[src/hw/rtl/lrbt_pkg.sv]
// shared types, register codes and constants of the reconnect backoff timer
`timescale 1ns / 1ps

package lrbt_pkg;

	// action codes of a result word
	localparam logic [2:0] ACT_SKIP       = 3'd0;
	localparam logic [2:0] ACT_OK         = 3'd1;
	localparam logic [2:0] ACT_FIRST_DROP = 3'd2;
	localparam logic [2:0] ACT_WAIT       = 3'd3;
	localparam logic [2:0] ACT_RETRY      = 3'd4;

	// configuration register indexes
	localparam int unsigned CFG_IDX_W = 2;
	localparam logic [CFG_IDX_W-1:0] CFG_CHECK_INTERVAL = 2'd0;
	localparam logic [CFG_IDX_W-1:0] CFG_FIRST_RETRY    = 2'd1;
	localparam logic [CFG_IDX_W-1:0] CFG_INIT_BACKOFF   = 2'd2;
	localparam logic [CFG_IDX_W-1:0] CFG_MAX_BACKOFF    = 2'd3;
	localparam int unsigned CFG_DATA_W = 16;

	// register values after reset
	localparam logic [15:0] RST_CHECK_INTERVAL = 16'd2000;
	localparam logic [15:0] RST_FIRST_RETRY    = 16'd5000;
	localparam logic [7:0]  RST_INIT_BACKOFF   = 8'd5;
	localparam logic [7:0]  RST_MAX_BACKOFF    = 8'd120;

	// milliseconds per second, and floor(x / 1000) as (x * magic) >> shift for 32-bit x
	localparam logic [9:0]  MS_PER_S     = 10'd1000;
	localparam int unsigned DIV_MAGIC_W  = 29;
	localparam logic [DIV_MAGIC_W-1:0] DIV_MAGIC = 29'h10624DD3;
	localparam int unsigned DIV_SHIFT    = 38;
	localparam int unsigned DIV_PROD_W   = 32 + DIV_MAGIC_W;

	typedef struct packed {
		logic [15:0] check_interval_ms;
		logic [15:0] first_retry_ms;
		logic [7:0]  initial_backoff_s;
		logic [7:0]  max_backoff_s;
	} cfg_t;

	typedef struct packed {
		logic [31:0] now_ms;
		logic        link_up;
	} in_word_t;

	typedef struct packed {
		logic [2:0]  action;
		logic        start_clock_sync;
		logic [7:0]  backoff_s;
		logic [22:0] down_seconds;
	} out_word_t;

	// decision stage result, elapsed down time still in milliseconds
	typedef struct packed {
		logic [2:0]  action;
		logic        start_clock_sync;
		logic [7:0]  backoff_s;
		logic [31:0] down_ms;
	} dec_word_t;

endpackage

[src/hw/rtl/lrbt_cfg_regs.sv]
// configuration registers with their reset values
`timescale 1ns / 1ps

module lrbt_cfg_regs (
	input  logic                                clk,
	input  logic                                arst_n,
	input  logic                                we,
	input  logic [lrbt_pkg::CFG_IDX_W-1:0]      idx,
	input  logic [lrbt_pkg::CFG_DATA_W-1:0]     wdata,
	output lrbt_pkg::cfg_t                      cfg
);
	import lrbt_pkg::*;

	cfg_t cfg_q;

	// register write, narrow registers keep the low bits
	always_ff @(posedge clk or negedge arst_n) begin
		if (!arst_n) begin
			cfg_q.check_interval_ms <= RST_CHECK_INTERVAL;
			cfg_q.first_retry_ms    <= RST_FIRST_RETRY;
			cfg_q.initial_backoff_s <= RST_INIT_BACKOFF;
			cfg_q.max_backoff_s     <= RST_MAX_BACKOFF;
		end else if (we) begin
			unique case (idx)
				CFG_CHECK_INTERVAL: cfg_q.check_interval_ms <= wdata;
				CFG_FIRST_RETRY:    cfg_q.first_retry_ms    <= wdata;
				CFG_INIT_BACKOFF:   cfg_q.initial_backoff_s <= wdata[7:0];
				CFG_MAX_BACKOFF:    cfg_q.max_backoff_s     <= wdata[7:0];
				default:            cfg_q <= cfg_q;
			endcase
		end
	end

	assign cfg = cfg_q;

endmodule

[src/hw/rtl/lrbt_poll_core.sv]
// poll decision logic, supervisor state and decision stage register
`timescale 1ns / 1ps

module lrbt_poll_core (
	input  logic                  clk,
	input  logic                  arst_n,
	input  lrbt_pkg::cfg_t        cfg,
	input  lrbt_pkg::in_word_t    item_s1,
	input  logic                  take,
	output lrbt_pkg::dec_word_t   res_s2
);
	import lrbt_pkg::*;

	logic [31:0] last_check_q;
	logic        is_down_q;
	logic [31:0] down_since_q;
	logic [31:0] retry_at_q;
	logic [7:0]  backoff_q;
	logic        clock_started_q;

	logic [31:0] last_check_d;
	logic        is_down_d;
	logic [31:0] down_since_d;
	logic [31:0] retry_at_d;
	logic [7:0]  backoff_d;
	logic        clock_started_d;

	logic [31:0] elapsed;
	logic [31:0] past_retry;
	logic        skip;
	logic        reached;
	logic [8:0]  want;
	logic [7:0]  next_backoff;
	logic [17:0] backoff_ms;
	dec_word_t   res_d;
	dec_word_t   res_q_s2;

	// interval gate, wrap-safe retry check and backoff step
	always_comb begin
		elapsed      = item_s1.now_ms - last_check_q;
		skip         = elapsed < {16'd0, cfg.check_interval_ms};
		past_retry   = item_s1.now_ms - retry_at_q;
		reached      = !past_retry[31];
		want         = (backoff_q == 8'd0) ? {1'b0, cfg.initial_backoff_s}
		                                   : {backoff_q, 1'b0};
		next_backoff = (want < {1'b0, cfg.max_backoff_s}) ? want[7:0]
		                                                   : cfg.max_backoff_s;
		backoff_ms   = {10'd0, next_backoff} * {8'd0, MS_PER_S};
	end

	// next state and result word
	always_comb begin
		last_check_d    = last_check_q;
		is_down_d       = is_down_q;
		down_since_d    = down_since_q;
		retry_at_d      = retry_at_q;
		backoff_d       = backoff_q;
		clock_started_d = clock_started_q;
		res_d.action           = ACT_SKIP;
		res_d.start_clock_sync = 1'b0;
		res_d.down_ms          = 32'd0;
		priority if (skip) begin
			res_d.action = ACT_SKIP;
		end else if (item_s1.link_up) begin
			last_check_d    = item_s1.now_ms;
			res_d.action    = ACT_OK;
			is_down_d       = 1'b0;
			backoff_d       = 8'd0;
			clock_started_d = 1'b1;
			res_d.start_clock_sync = !clock_started_q;
		end else if (!is_down_q) begin
			last_check_d = item_s1.now_ms;
			res_d.action = ACT_FIRST_DROP;
			is_down_d    = 1'b1;
			down_since_d = item_s1.now_ms;
			retry_at_d   = item_s1.now_ms + {16'd0, cfg.first_retry_ms};
		end else if (reached) begin
			last_check_d  = item_s1.now_ms;
			res_d.action  = ACT_RETRY;
			res_d.down_ms = item_s1.now_ms - down_since_q;
			backoff_d     = next_backoff;
			retry_at_d    = item_s1.now_ms + {14'd0, backoff_ms};
		end else begin
			last_check_d = item_s1.now_ms;
			res_d.action = ACT_WAIT;
		end
		res_d.backoff_s = backoff_d;
	end

	// supervisor state, updated as a word leaves the input stage
	always_ff @(posedge clk or negedge arst_n) begin
		if (!arst_n) begin
			last_check_q    <= 32'd0;
			is_down_q       <= 1'b0;
			down_since_q    <= 32'd0;
			retry_at_q      <= 32'd0;
			backoff_q       <= 8'd0;
			clock_started_q <= 1'b0;
		end else if (take) begin
			last_check_q    <= last_check_d;
			is_down_q       <= is_down_d;
			down_since_q    <= down_since_d;
			retry_at_q      <= retry_at_d;
			backoff_q       <= backoff_d;
			clock_started_q <= clock_started_d;
		end
	end

	// decision stage register
	always_ff @(posedge clk) begin
		if (take) begin
			res_q_s2 <= res_d;
		end
	end

	assign res_s2 = res_q_s2;

	// clock sync request is sticky once made
	a_sync_sticky: assert property (@(posedge clk) disable iff (!arst_n)
		clock_started_q |=> clock_started_q)
		else $error("clock sync flag cleared");

	// a first drop leaves the link marked down
	a_drop_marks_down: assert property (@(posedge clk) disable iff (!arst_n)
		take && res_d.action == ACT_FIRST_DROP |=> is_down_q)
		else $error("first drop did not set down state");

	// a retry never leaves the backoff above the ceiling
	a_backoff_ceiling: assert property (@(posedge clk) disable iff (!arst_n)
		take && res_d.action == ACT_RETRY |=> backoff_q <= $past(cfg.max_backoff_s))
		else $error("backoff above ceiling after retry");

	// the clock sync is only requested on a link-ok word
	a_sync_on_ok: assert property (@(posedge clk) disable iff (!arst_n)
		take && res_d.start_clock_sync |-> res_d.action == ACT_OK && !clock_started_q)
		else $error("clock sync requested outside first link-ok poll");

endmodule

[src/hw/rtl/lrbt_sec_div.sv]
// millisecond to whole-second conversion and output register
`timescale 1ns / 1ps

module lrbt_sec_div (
	input  logic                 clk,
	input  lrbt_pkg::dec_word_t  res_s2,
	input  logic                 load,
	output lrbt_pkg::out_word_t  word_s3
);
	import lrbt_pkg::*;

	logic [DIV_PROD_W-1:0] prod;
	out_word_t             word_d;
	out_word_t             word_q_s3;

	// floor(ms / 1000) by reciprocal multiply, exact over 32 bits
	always_comb begin
		prod = {{DIV_MAGIC_W{1'b0}}, res_s2.down_ms}
		     * {{32{1'b0}}, DIV_MAGIC};
		word_d.action           = res_s2.action;
		word_d.start_clock_sync = res_s2.start_clock_sync;
		word_d.backoff_s        = res_s2.backoff_s;
		word_d.down_seconds     = prod[DIV_SHIFT +: 23];
	end

	// output register
	always_ff @(posedge clk) begin
		if (load) begin
			word_q_s3 <= word_d;
		end
	end

	assign word_s3 = word_q_s3;

endmodule

[src/hw/rtl/link_reconnect_backoff_timer.sv]
// Reconnect supervisor with exponential backoff, top level.
// Pipeline: an accepted word passes the input register, the decision register and the output
// register in that order before it shows at the output.
// Throughput: one poll per cycle unless the output stalls, set by the decision-stage state update.
// Reset: arst_n clears the supervisor state and pipeline valid bits and loads the register defaults.
`timescale 1ns / 1ps

module link_reconnect_backoff_timer (
	input  logic                              clk,
	input  logic                              arst_n,
	input  logic                              cfg_we,
	input  logic [lrbt_pkg::CFG_IDX_W-1:0]    cfg_idx,
	input  logic [lrbt_pkg::CFG_DATA_W-1:0]   cfg_wdata,
	input  logic                              in_valid,
	output logic                              in_ready,
	input  lrbt_pkg::in_word_t                in_data,
	output logic                              out_valid,
	input  logic                              out_ready,
	output lrbt_pkg::out_word_t               out_data
);
	import lrbt_pkg::*;

	cfg_t      cfg;
	in_word_t  item_s1;
	dec_word_t res_s2;
	out_word_t word_s3;

	logic valid_s1_q;
	logic valid_s2_q;
	logic valid_s3_q;
	logic ready_s1;
	logic ready_s2;
	logic ready_s3;
	logic adv_s1;
	logic adv_s2;

	lrbt_cfg_regs u_cfg (
		.clk    (clk),
		.arst_n (arst_n),
		.we     (cfg_we),
		.idx    (cfg_idx),
		.wdata  (cfg_wdata),
		.cfg    (cfg)
	);

	// stage handshake, a stage takes a word when empty or emptying
	always_comb begin
		ready_s3 = !valid_s3_q || out_ready;
		adv_s2   = valid_s2_q && ready_s3;
		ready_s2 = !valid_s2_q || ready_s3;
		adv_s1   = valid_s1_q && ready_s2;
		ready_s1 = !valid_s1_q || ready_s2;
	end

	assign in_ready = ready_s1;

	// valid bits
	always_ff @(posedge clk or negedge arst_n) begin
		if (!arst_n) begin
			valid_s1_q <= 1'b0;
			valid_s2_q <= 1'b0;
			valid_s3_q <= 1'b0;
		end else begin
			if (ready_s1) begin
				valid_s1_q <= in_valid;
			end
			if (ready_s2) begin
				valid_s2_q <= valid_s1_q;
			end
			if (ready_s3) begin
				valid_s3_q <= valid_s2_q;
			end
		end
	end

	// input register
	always_ff @(posedge clk) begin
		if (in_valid && ready_s1) begin
			item_s1 <= in_data;
		end
	end

	lrbt_poll_core u_core (
		.clk     (clk),
		.arst_n  (arst_n),
		.cfg     (cfg),
		.item_s1 (item_s1),
		.take    (adv_s1),
		.res_s2  (res_s2)
	);

	lrbt_sec_div u_div (
		.clk     (clk),
		.res_s2  (res_s2),
		.load    (adv_s2),
		.word_s3 (word_s3)
	);

	assign out_valid = valid_s3_q;
	assign out_data  = word_s3;

	// down time is only reported with a retry
	a_down_only_retry: assert property (@(posedge clk) disable iff (!arst_n)
		out_valid && out_data.action != ACT_RETRY |-> out_data.down_seconds == 23'd0)
		else $error("down time reported without retry");

	// a stalled output stage blocks intake once the pipe is full
	a_full_blocks: assert property (@(posedge clk) disable iff (!arst_n)
		valid_s1_q && valid_s2_q && valid_s3_q && !out_ready |-> !in_ready)
		else $error("word taken into a full pipeline");

	// a word leaving the decision stage always lands in the output stage
	a_s2_to_s3: assert property (@(posedge clk) disable iff (!arst_n)
		adv_s2 |=> valid_s3_q)
		else $error("decided word lost before output");

endmodule

[config.mk]
export PLATFORM = sky130hd
export DESIGN_NAME = link_reconnect_backoff_timer
export DESIGN_NICKNAME = d
export VERILOG_FILES = /design/src/hw/rtl/lrbt_pkg.sv /design/src/hw/rtl/lrbt_cfg_regs.sv /design/src/hw/rtl/lrbt_poll_core.sv /design/src/hw/rtl/lrbt_sec_div.sv /design/src/hw/rtl/link_reconnect_backoff_timer.sv
export SDC_FILE = /design/constraint.sdc
export NUM_CORES = 2
export LEC_CHECK = 0
export BUFFER_PORTS_ARGS = -buffer_cell sky130_fd_sc_hd__buf_2
export CAP_MARGIN = 30
export CORE_ASPECT_RATIO = 1.4
export CORE_UTILIZATION = 30
export DETAILED_ROUTE_END_ITERATION = 10
export GPL_TIMING_DRIVEN = 0
export SKIP_LAST_GASP = 1
export SLEW_MARGIN = 15
export SYNTH_ARGS = -nofsm -noshare
export SYNTH_HDL_FRONTEND = slang
export SYNTH_SLANG_ARGS = --single-unit
[constraint.sdc]
create_clock -name clk -period 9.95 [get_ports clk]
set_input_delay 0.995 -clock clk [delete_from_list [all_inputs] [get_ports clk]]
set_output_delay 0.995 -clock clk [all_outputs]
set_load 0.02 [all_outputs]
# Word-level counts from Yosys, hierarchy flattened

Index checks and enable logic that the tools add are counted.

Register bits after elaboration: 269
Input bits: 56
Output and inout bits: 37
Logic and storage cells: 77

$add $sub $neg: 5
$mul: 2
Magnitude comparators: 2
Eq/ne operators: 4
Muxes and demuxes: 12
Bitwise operators: 3
Reductions and logical operators: 24

Operator list:

| cell                                                                   | count |
|---|---|
| 32-bit subtractor                                                      | 3 |
| 32-bit 2-to-1 mux                                                      | 2 |
| 32-bit by 29-bit multiplier with 61-bit output (second input constant) | 1 |
| 8-bit 2-to-1 mux                                                       | 5 |
| 32-bit by 16-bit adder with 32-bit output                              | 1 |
| 32-bit by 18-bit adder with 32-bit output                              | 1 |
| 32-bit by 16-bit less-than comparator with 1-bit output                | 1 |
| 8-bit by 7-bit multiplier with 15-bit output (second input constant)   | 1 |
| 2-bit AND reduction                                                    | 5 |
| 9-bit by 8-bit less-than comparator with 1-bit output                  | 1 |
| 9-bit 2-to-1 mux                                                       | 1 |
| 8-bit zero test                                                        | 1 |
| 4-bit AND reduction                                                    | 2 |
| 2-bit == test (second input constant)                                  | 2 |
| 1-bit zero test                                                        | 4 |
| 2-bit OR reduction                                                     | 2 |
| 4-bit OR reduction                                                     | 1 |
| 1-bit logical AND                                                      | 3 |
| 1-bit logical OR                                                       | 3 |
| 3-bit 2-to-1 mux                                                       | 1 |
| 1-bit NOT                                                              | 3 |
| 3-bit AND reduction                                                    | 1 |
| 3-bit OR reduction                                                     | 1 |
| 2-bit by 1-bit == test with 1-bit output (second input constant)       | 1 |
| 4 further kinds                                                        | 5 |

# Depth between registers and ports, before layout

Depth after elaboration: 8
Depth in mapped cells: 41

# Cells and area by module

Synthesis repeated with hierarchy kept, for this count alone.

Cell total of the unflattened synthesis: 3,154
Area total of the unflattened synthesis: 32,107.0 µm²

Modules (own cells, without submodules):

| module                       | times used | cells each | area an instance (µm²) |
|---|---|---|---|
| lrbt_sec_div                 | 1          | 1,484      | 15,295.9 |
| lrbt_poll_core               | 1          | 1,523      | 13,854.5 |
| lrbt_cfg_regs                | 1          | 102        | 1,824.2 |
| link_reconnect_backoff_timer | 1          | 45         | 1,132.3 |

# Least setup slack after synthesis

No wires, ideal clock.

Path kind: reg-to-reg
From: register u_core.backoff_q[2]
To: register u_core.retry_at_q[31]
Setup time: 0.146 ns
Arrival time: 8.311 ns
Required time: 9.804 ns
Path slack: 1.493 ns
Cell stages (with the launch flop): 41
Path buffers: 2
Clock period less this slack: 8.457 ns
Cell sequence: dfrtp_1 > nor4_1 > and3_1 > clkbuf_1 > a21oi_1 > inv_1 > ha_1 > a211o_1 > a21oi_1 > o21ai_1 > a21oi_1 > clkbuf_1 > nor2_1 > a31oi_1 > inv_1 > ha_1 > ha_1 > xor2_1 > [... 5 more ...] > ha_1 > inv_1 > o21ai_0 > and2_1 > o21ai_0 > nand2b_1 > a21o_1 > a21o_1 > xor2_1 > ha_1 > nand4_1 > or4b_1 > nand4b_1 > a21oi_1 > a21boi_1 > nand2b_1 > a22oi_1 > a31oi_1

Cells in the longest elaborated chain, start to end: 8

Ends and longest elaborated chain:

| item                                                  | RTL line              | RTL |
|---|---|---|
| start: declaration                                    | lrbt_poll_core.sv:18  | `logic [7:0] backoff_q;` |
| start signal: assignment                              | lrbt_poll_core.sv:104 | `backoff_q <= backoff_d;` |
| 8-bit zero test                                       | lrbt_poll_core.sv:44  | `want = (backoff_q == 8'd0) ? {1'b0, cfg.initial_backoff_s}` |
| 9-bit 2-to-1 mux (*)                                  | lrbt_poll_core.sv:44  |  |
| 9-bit by 8-bit less-than comparator with 1-bit output | lrbt_poll_core.sv:46  | `next_backoff = (want < {1'b0, cfg.max_backoff_s}) ? want[7:0]` |
| 8-bit 2-to-1 mux (*)                                  | lrbt_poll_core.sv:46  |  |
| 8-bit by 7-bit multiplier with 15-bit output (*)      | lrbt_poll_core.sv:48  | `backoff_ms = {10'd0, next_backoff} * {8'd0, MS_PER_S};` |
| 32-bit by 18-bit adder with 32-bit output (*)         | lrbt_poll_core.sv:82  | `retry_at_d = item_s1.now_ms + {14'd0, backoff_ms};` |
| 32-bit 2-to-1 mux (*)                                 | lrbt_poll_core.sv:77  | `end else if (reached) begin` |
| 32-bit 2-to-1 mux (*)                                 | lrbt_poll_core.sv:71  | `end else if (!is_down_q) begin` |
| end signal: assignment                                | lrbt_poll_core.sv:103 | `retry_at_q <= retry_at_d;` |
| end: declaration                                      | lrbt_poll_core.sv:17  | `logic [31:0] retry_at_q;` |

Mark *: on every way between the ends. The rest lies on a longest branch, timed or not. The select of a mux whose other input is x is not followed.
A chain may end at the register's enable or synchronous reset.

# Final worst setup path

Same ends and word-level chain as after synthesis.

==> out/results.ini <==
[logic_synthesis]
synth-edff-count=112
synth_seq_cells=269
synth.largest_area_cell=ha_1
syn_inst=3061
syn_area_per_cell_um2=10.25
yosys_warnings=0
synth_area_mm2=0.03136
synth_seq_area_share_pct=23.32
synthDistinctLibCells=87
synth_area_leaders=ha_1 23%, fa_1 20%, dfrtp_1 11%
synth_nets=4009
ys.flop_type=dfrtp_1
synth_top_area_share_pct=22.82
async_reset_ff_share_pct=58.36

[routing]
via_per_inst=4.797
ant_nets=0
wl_mm=79.94
num_vias=21929
drtIter0Drc=876
dr.pass1.iters=7
wl_per_cell_um=17.49
drc=0

[worst_setup_path]
end_kind=flip-flop
crit_slowest_cell=or4b_1
cp-start-kind=flip-flop
cp.required_ns=10.33
crit_arrival_ns=9.75
crit_type=reg -> reg
max_stage_delay_ns=0.58
path_common_cell=ha_1
crit_path_max_fanout=10

[clocking]
cts_tree=yes
cts_buffer_depth=3
clkTransAtPathRegs_ns=0.06
cts_sinks=269
cts_root_buf=clkbuf_16
clk_latency_ns=0.57
htree_levels=2
numCtsBuffers=34

[placement]
pre_cts_slack_ns=-0.07907
placed_cells=4507
dp_hpwl_mm=65.99
gp_congestion=0.8766
io_buffers=92

[grt]
antenna_found_initial=2
grt_pass1_vias=23485
grt_pass1_wl_mm=127.0
grt_max_degree=99
grt_overflow=0
track_usage_pct=15.55

[die]
die_w_um=275.3
die_h_um=384.6
initial_core_util_pct=30.19
coreArea_mm2=0.1039
pin_count=93
std_cell_rows=140
die-area_mm2=0.1059

[cells_and_area]
nets=4145
finalNonFillerCells=4571
syn_to_final_growth_pct=11.05
antenna_cells=0
final_layout_size_suffix_gt1_share_pct=8.256

[timing]
grt_setup_unrepaired=no
finalSetupViolCount=0
worst_pin_slew_ns=1.058
finalCriticalPeriod_ns=9.370
hold_viol=0
finalMaxSlewViolations=0
fin_ws_ns=0.5797
min_period_over_period_pct=94.17
tns_ns=0
skew_ns=0.04682
slew_headroom_pct=29.45
clock.fmax_mhz=106.7

[status]
status=finished clean

[job]
drv_cap=0

[min_path]
hold_path.class=in -> async

-- per-layer routing --
| metal | GRT usage (%) | up-vias | wire length, um |
|---|---|---|---|
| met5 | 0 | - | 0 |
| met4 | 6.129 | 0 | 3226 |
| met3 | 1.536 | 150 | 2485 |
| met2 | 29.64 | 383 | 42990 |
| met1 | 17.43 | 10772 | 31240 |
| li1 | - | 10624 | - |
-- sequential cells by signal, indices dropped and copies added, names as in the netlist, 8 cells and up --
name,flops
item_s1,33
u_core.last_check_q,32
u_core.res_s2,44
u_core.down_since_q,32
u_cfg.cfg,48
u_core.backoff_q,8
u_div.word_s3,35
u_core.retry_at_q,32
-- final cells by class --
cell class	instances	area [um^2]
fillers	10597	69040
multi-input cells	2137	21540
flip-flops and latches	269	7313
inverters	607	2278
well taps	1349	1688
clock buffers	44	940.9
repair buffers	100	615.6
plain buffers	48	271.5
clock inverters	17	181.4
-- cell usage after synthesis (17+ instances only) --
master,number
a211oi_1,26
a21o_1,81
a21oi_1,149
a31oi_1,26
and3_1,20
clkbuf_1,19
dfrtp_1,140
dfstp_2,17
edfxtp_1,112
fa_1,320
ha_1,572
inv_1,605
mux2_1,34
mux2_2,37
mux2i_1,29
nand2_1,139
nand2b_1,27
nand3_1,33
nand4_1,33
nor2_1,137
nor2b_1,20
nor3_1,25
o21a_1,18
o21ai_0,124
xnor2_1,62
xor2_1,43
-- path summary, 6_finish.rpt --
path / startpoint / end / slack (ns) / cells past startpoint
worst min register to register: u_core.res_s2[32]$_DFFE_PP_ / u_div.word_s3[23]$_DFFE_PP_ / 0.42 / 0
worst max register to register: u_core.backoff_q[2]$_DFFE_PN0P_ / u_core.retry_at_q[31]$_DFFE_PN0P_ / 0.58 / 40
max in group asynchronous: arst_n / u_core.backoff_q[3]$_DFFE_PN0P_ / 8.62 / 2
worst max-delay path: u_core.backoff_q[2]$_DFFE_PN0P_ / u_core.retry_at_q[31]$_DFFE_PN0P_ / 0.58 / 40
min in group clk: u_core.res_s2[32]$_DFFE_PP_ / u_div.word_s3[23]$_DFFE_PP_ / 0.42 / 0
worst min-delay path: arst_n / u_core.last_check_q[26]$_DFFE_PN0P_ / 0.35 / 1
-- metrics by stage --
step / utilization, % / instance area, um^2 / hold slack (ns)
floorplan: - / 31360 / 0.4003
global placement: 32.26 / 33510 / 0.4096
detailed placement: 32.39 / 33640 / 0.4138
CTS: 33.47 / 34770 / 0.3573
global route: 33.53 / 34830 / 0.3888
finish: 33.53 / 34830 / 0.3525
-- placed cells by master, fill, tap and decap left out, drive strengths merged, types with 18 or more instances in the layout --
master / n
xor2: 43
nand3: 33
mux2: 73
and3: 20
clkbuf: 65
xnor2: 62
fa: 320
nand4: 33
nor3: 25
o21a: 18
buf: 127
nand2: 141
o21ai: 134
nand2b: 27
inv: 609
nor2b: 20
a21o: 81
dfrtp: 140
a211oi: 26
a21oi: 154
ha: 572
a31oi: 26
nor2: 137
mux2i: 29
edfxtp: 112
-- critical path, delay by kind of cell (launching register included) --
kind	cells	cell delay (ns)
DFF	1	0.43
buffers and inverters	7	0.96
adders and majority gates	8	2.97
AOI/OAI and AO/OA	14	2.58
xor gates and xnor gates	2	0.36
and+or+nand+nor	9	1.86
-- cells by family after synthesis --
family / count (synthesis) / share of synthesized area, %
xor+xnor: 105 / 2.932
compound gates: 552 / 11.34
simple gates: 485 / 7.444
buf+inv: 655 / 8.118
flops: 269 / 23.32
fa+ha+maj: 893 / 43.28
mux: 102 / 3.570
-- what timing repair did --
action	4_1_cts	5_1_grt
gates cloned	0	0
pin swaps	0	1
setup endpoints to repair	7	14
hold buffers	0	0
buffers inserted	0	1
gates resized for setup	2	7
Power is not shown: default switching activity piles up to over one toggle a cycle in this logic, so the estimate is an artifact.
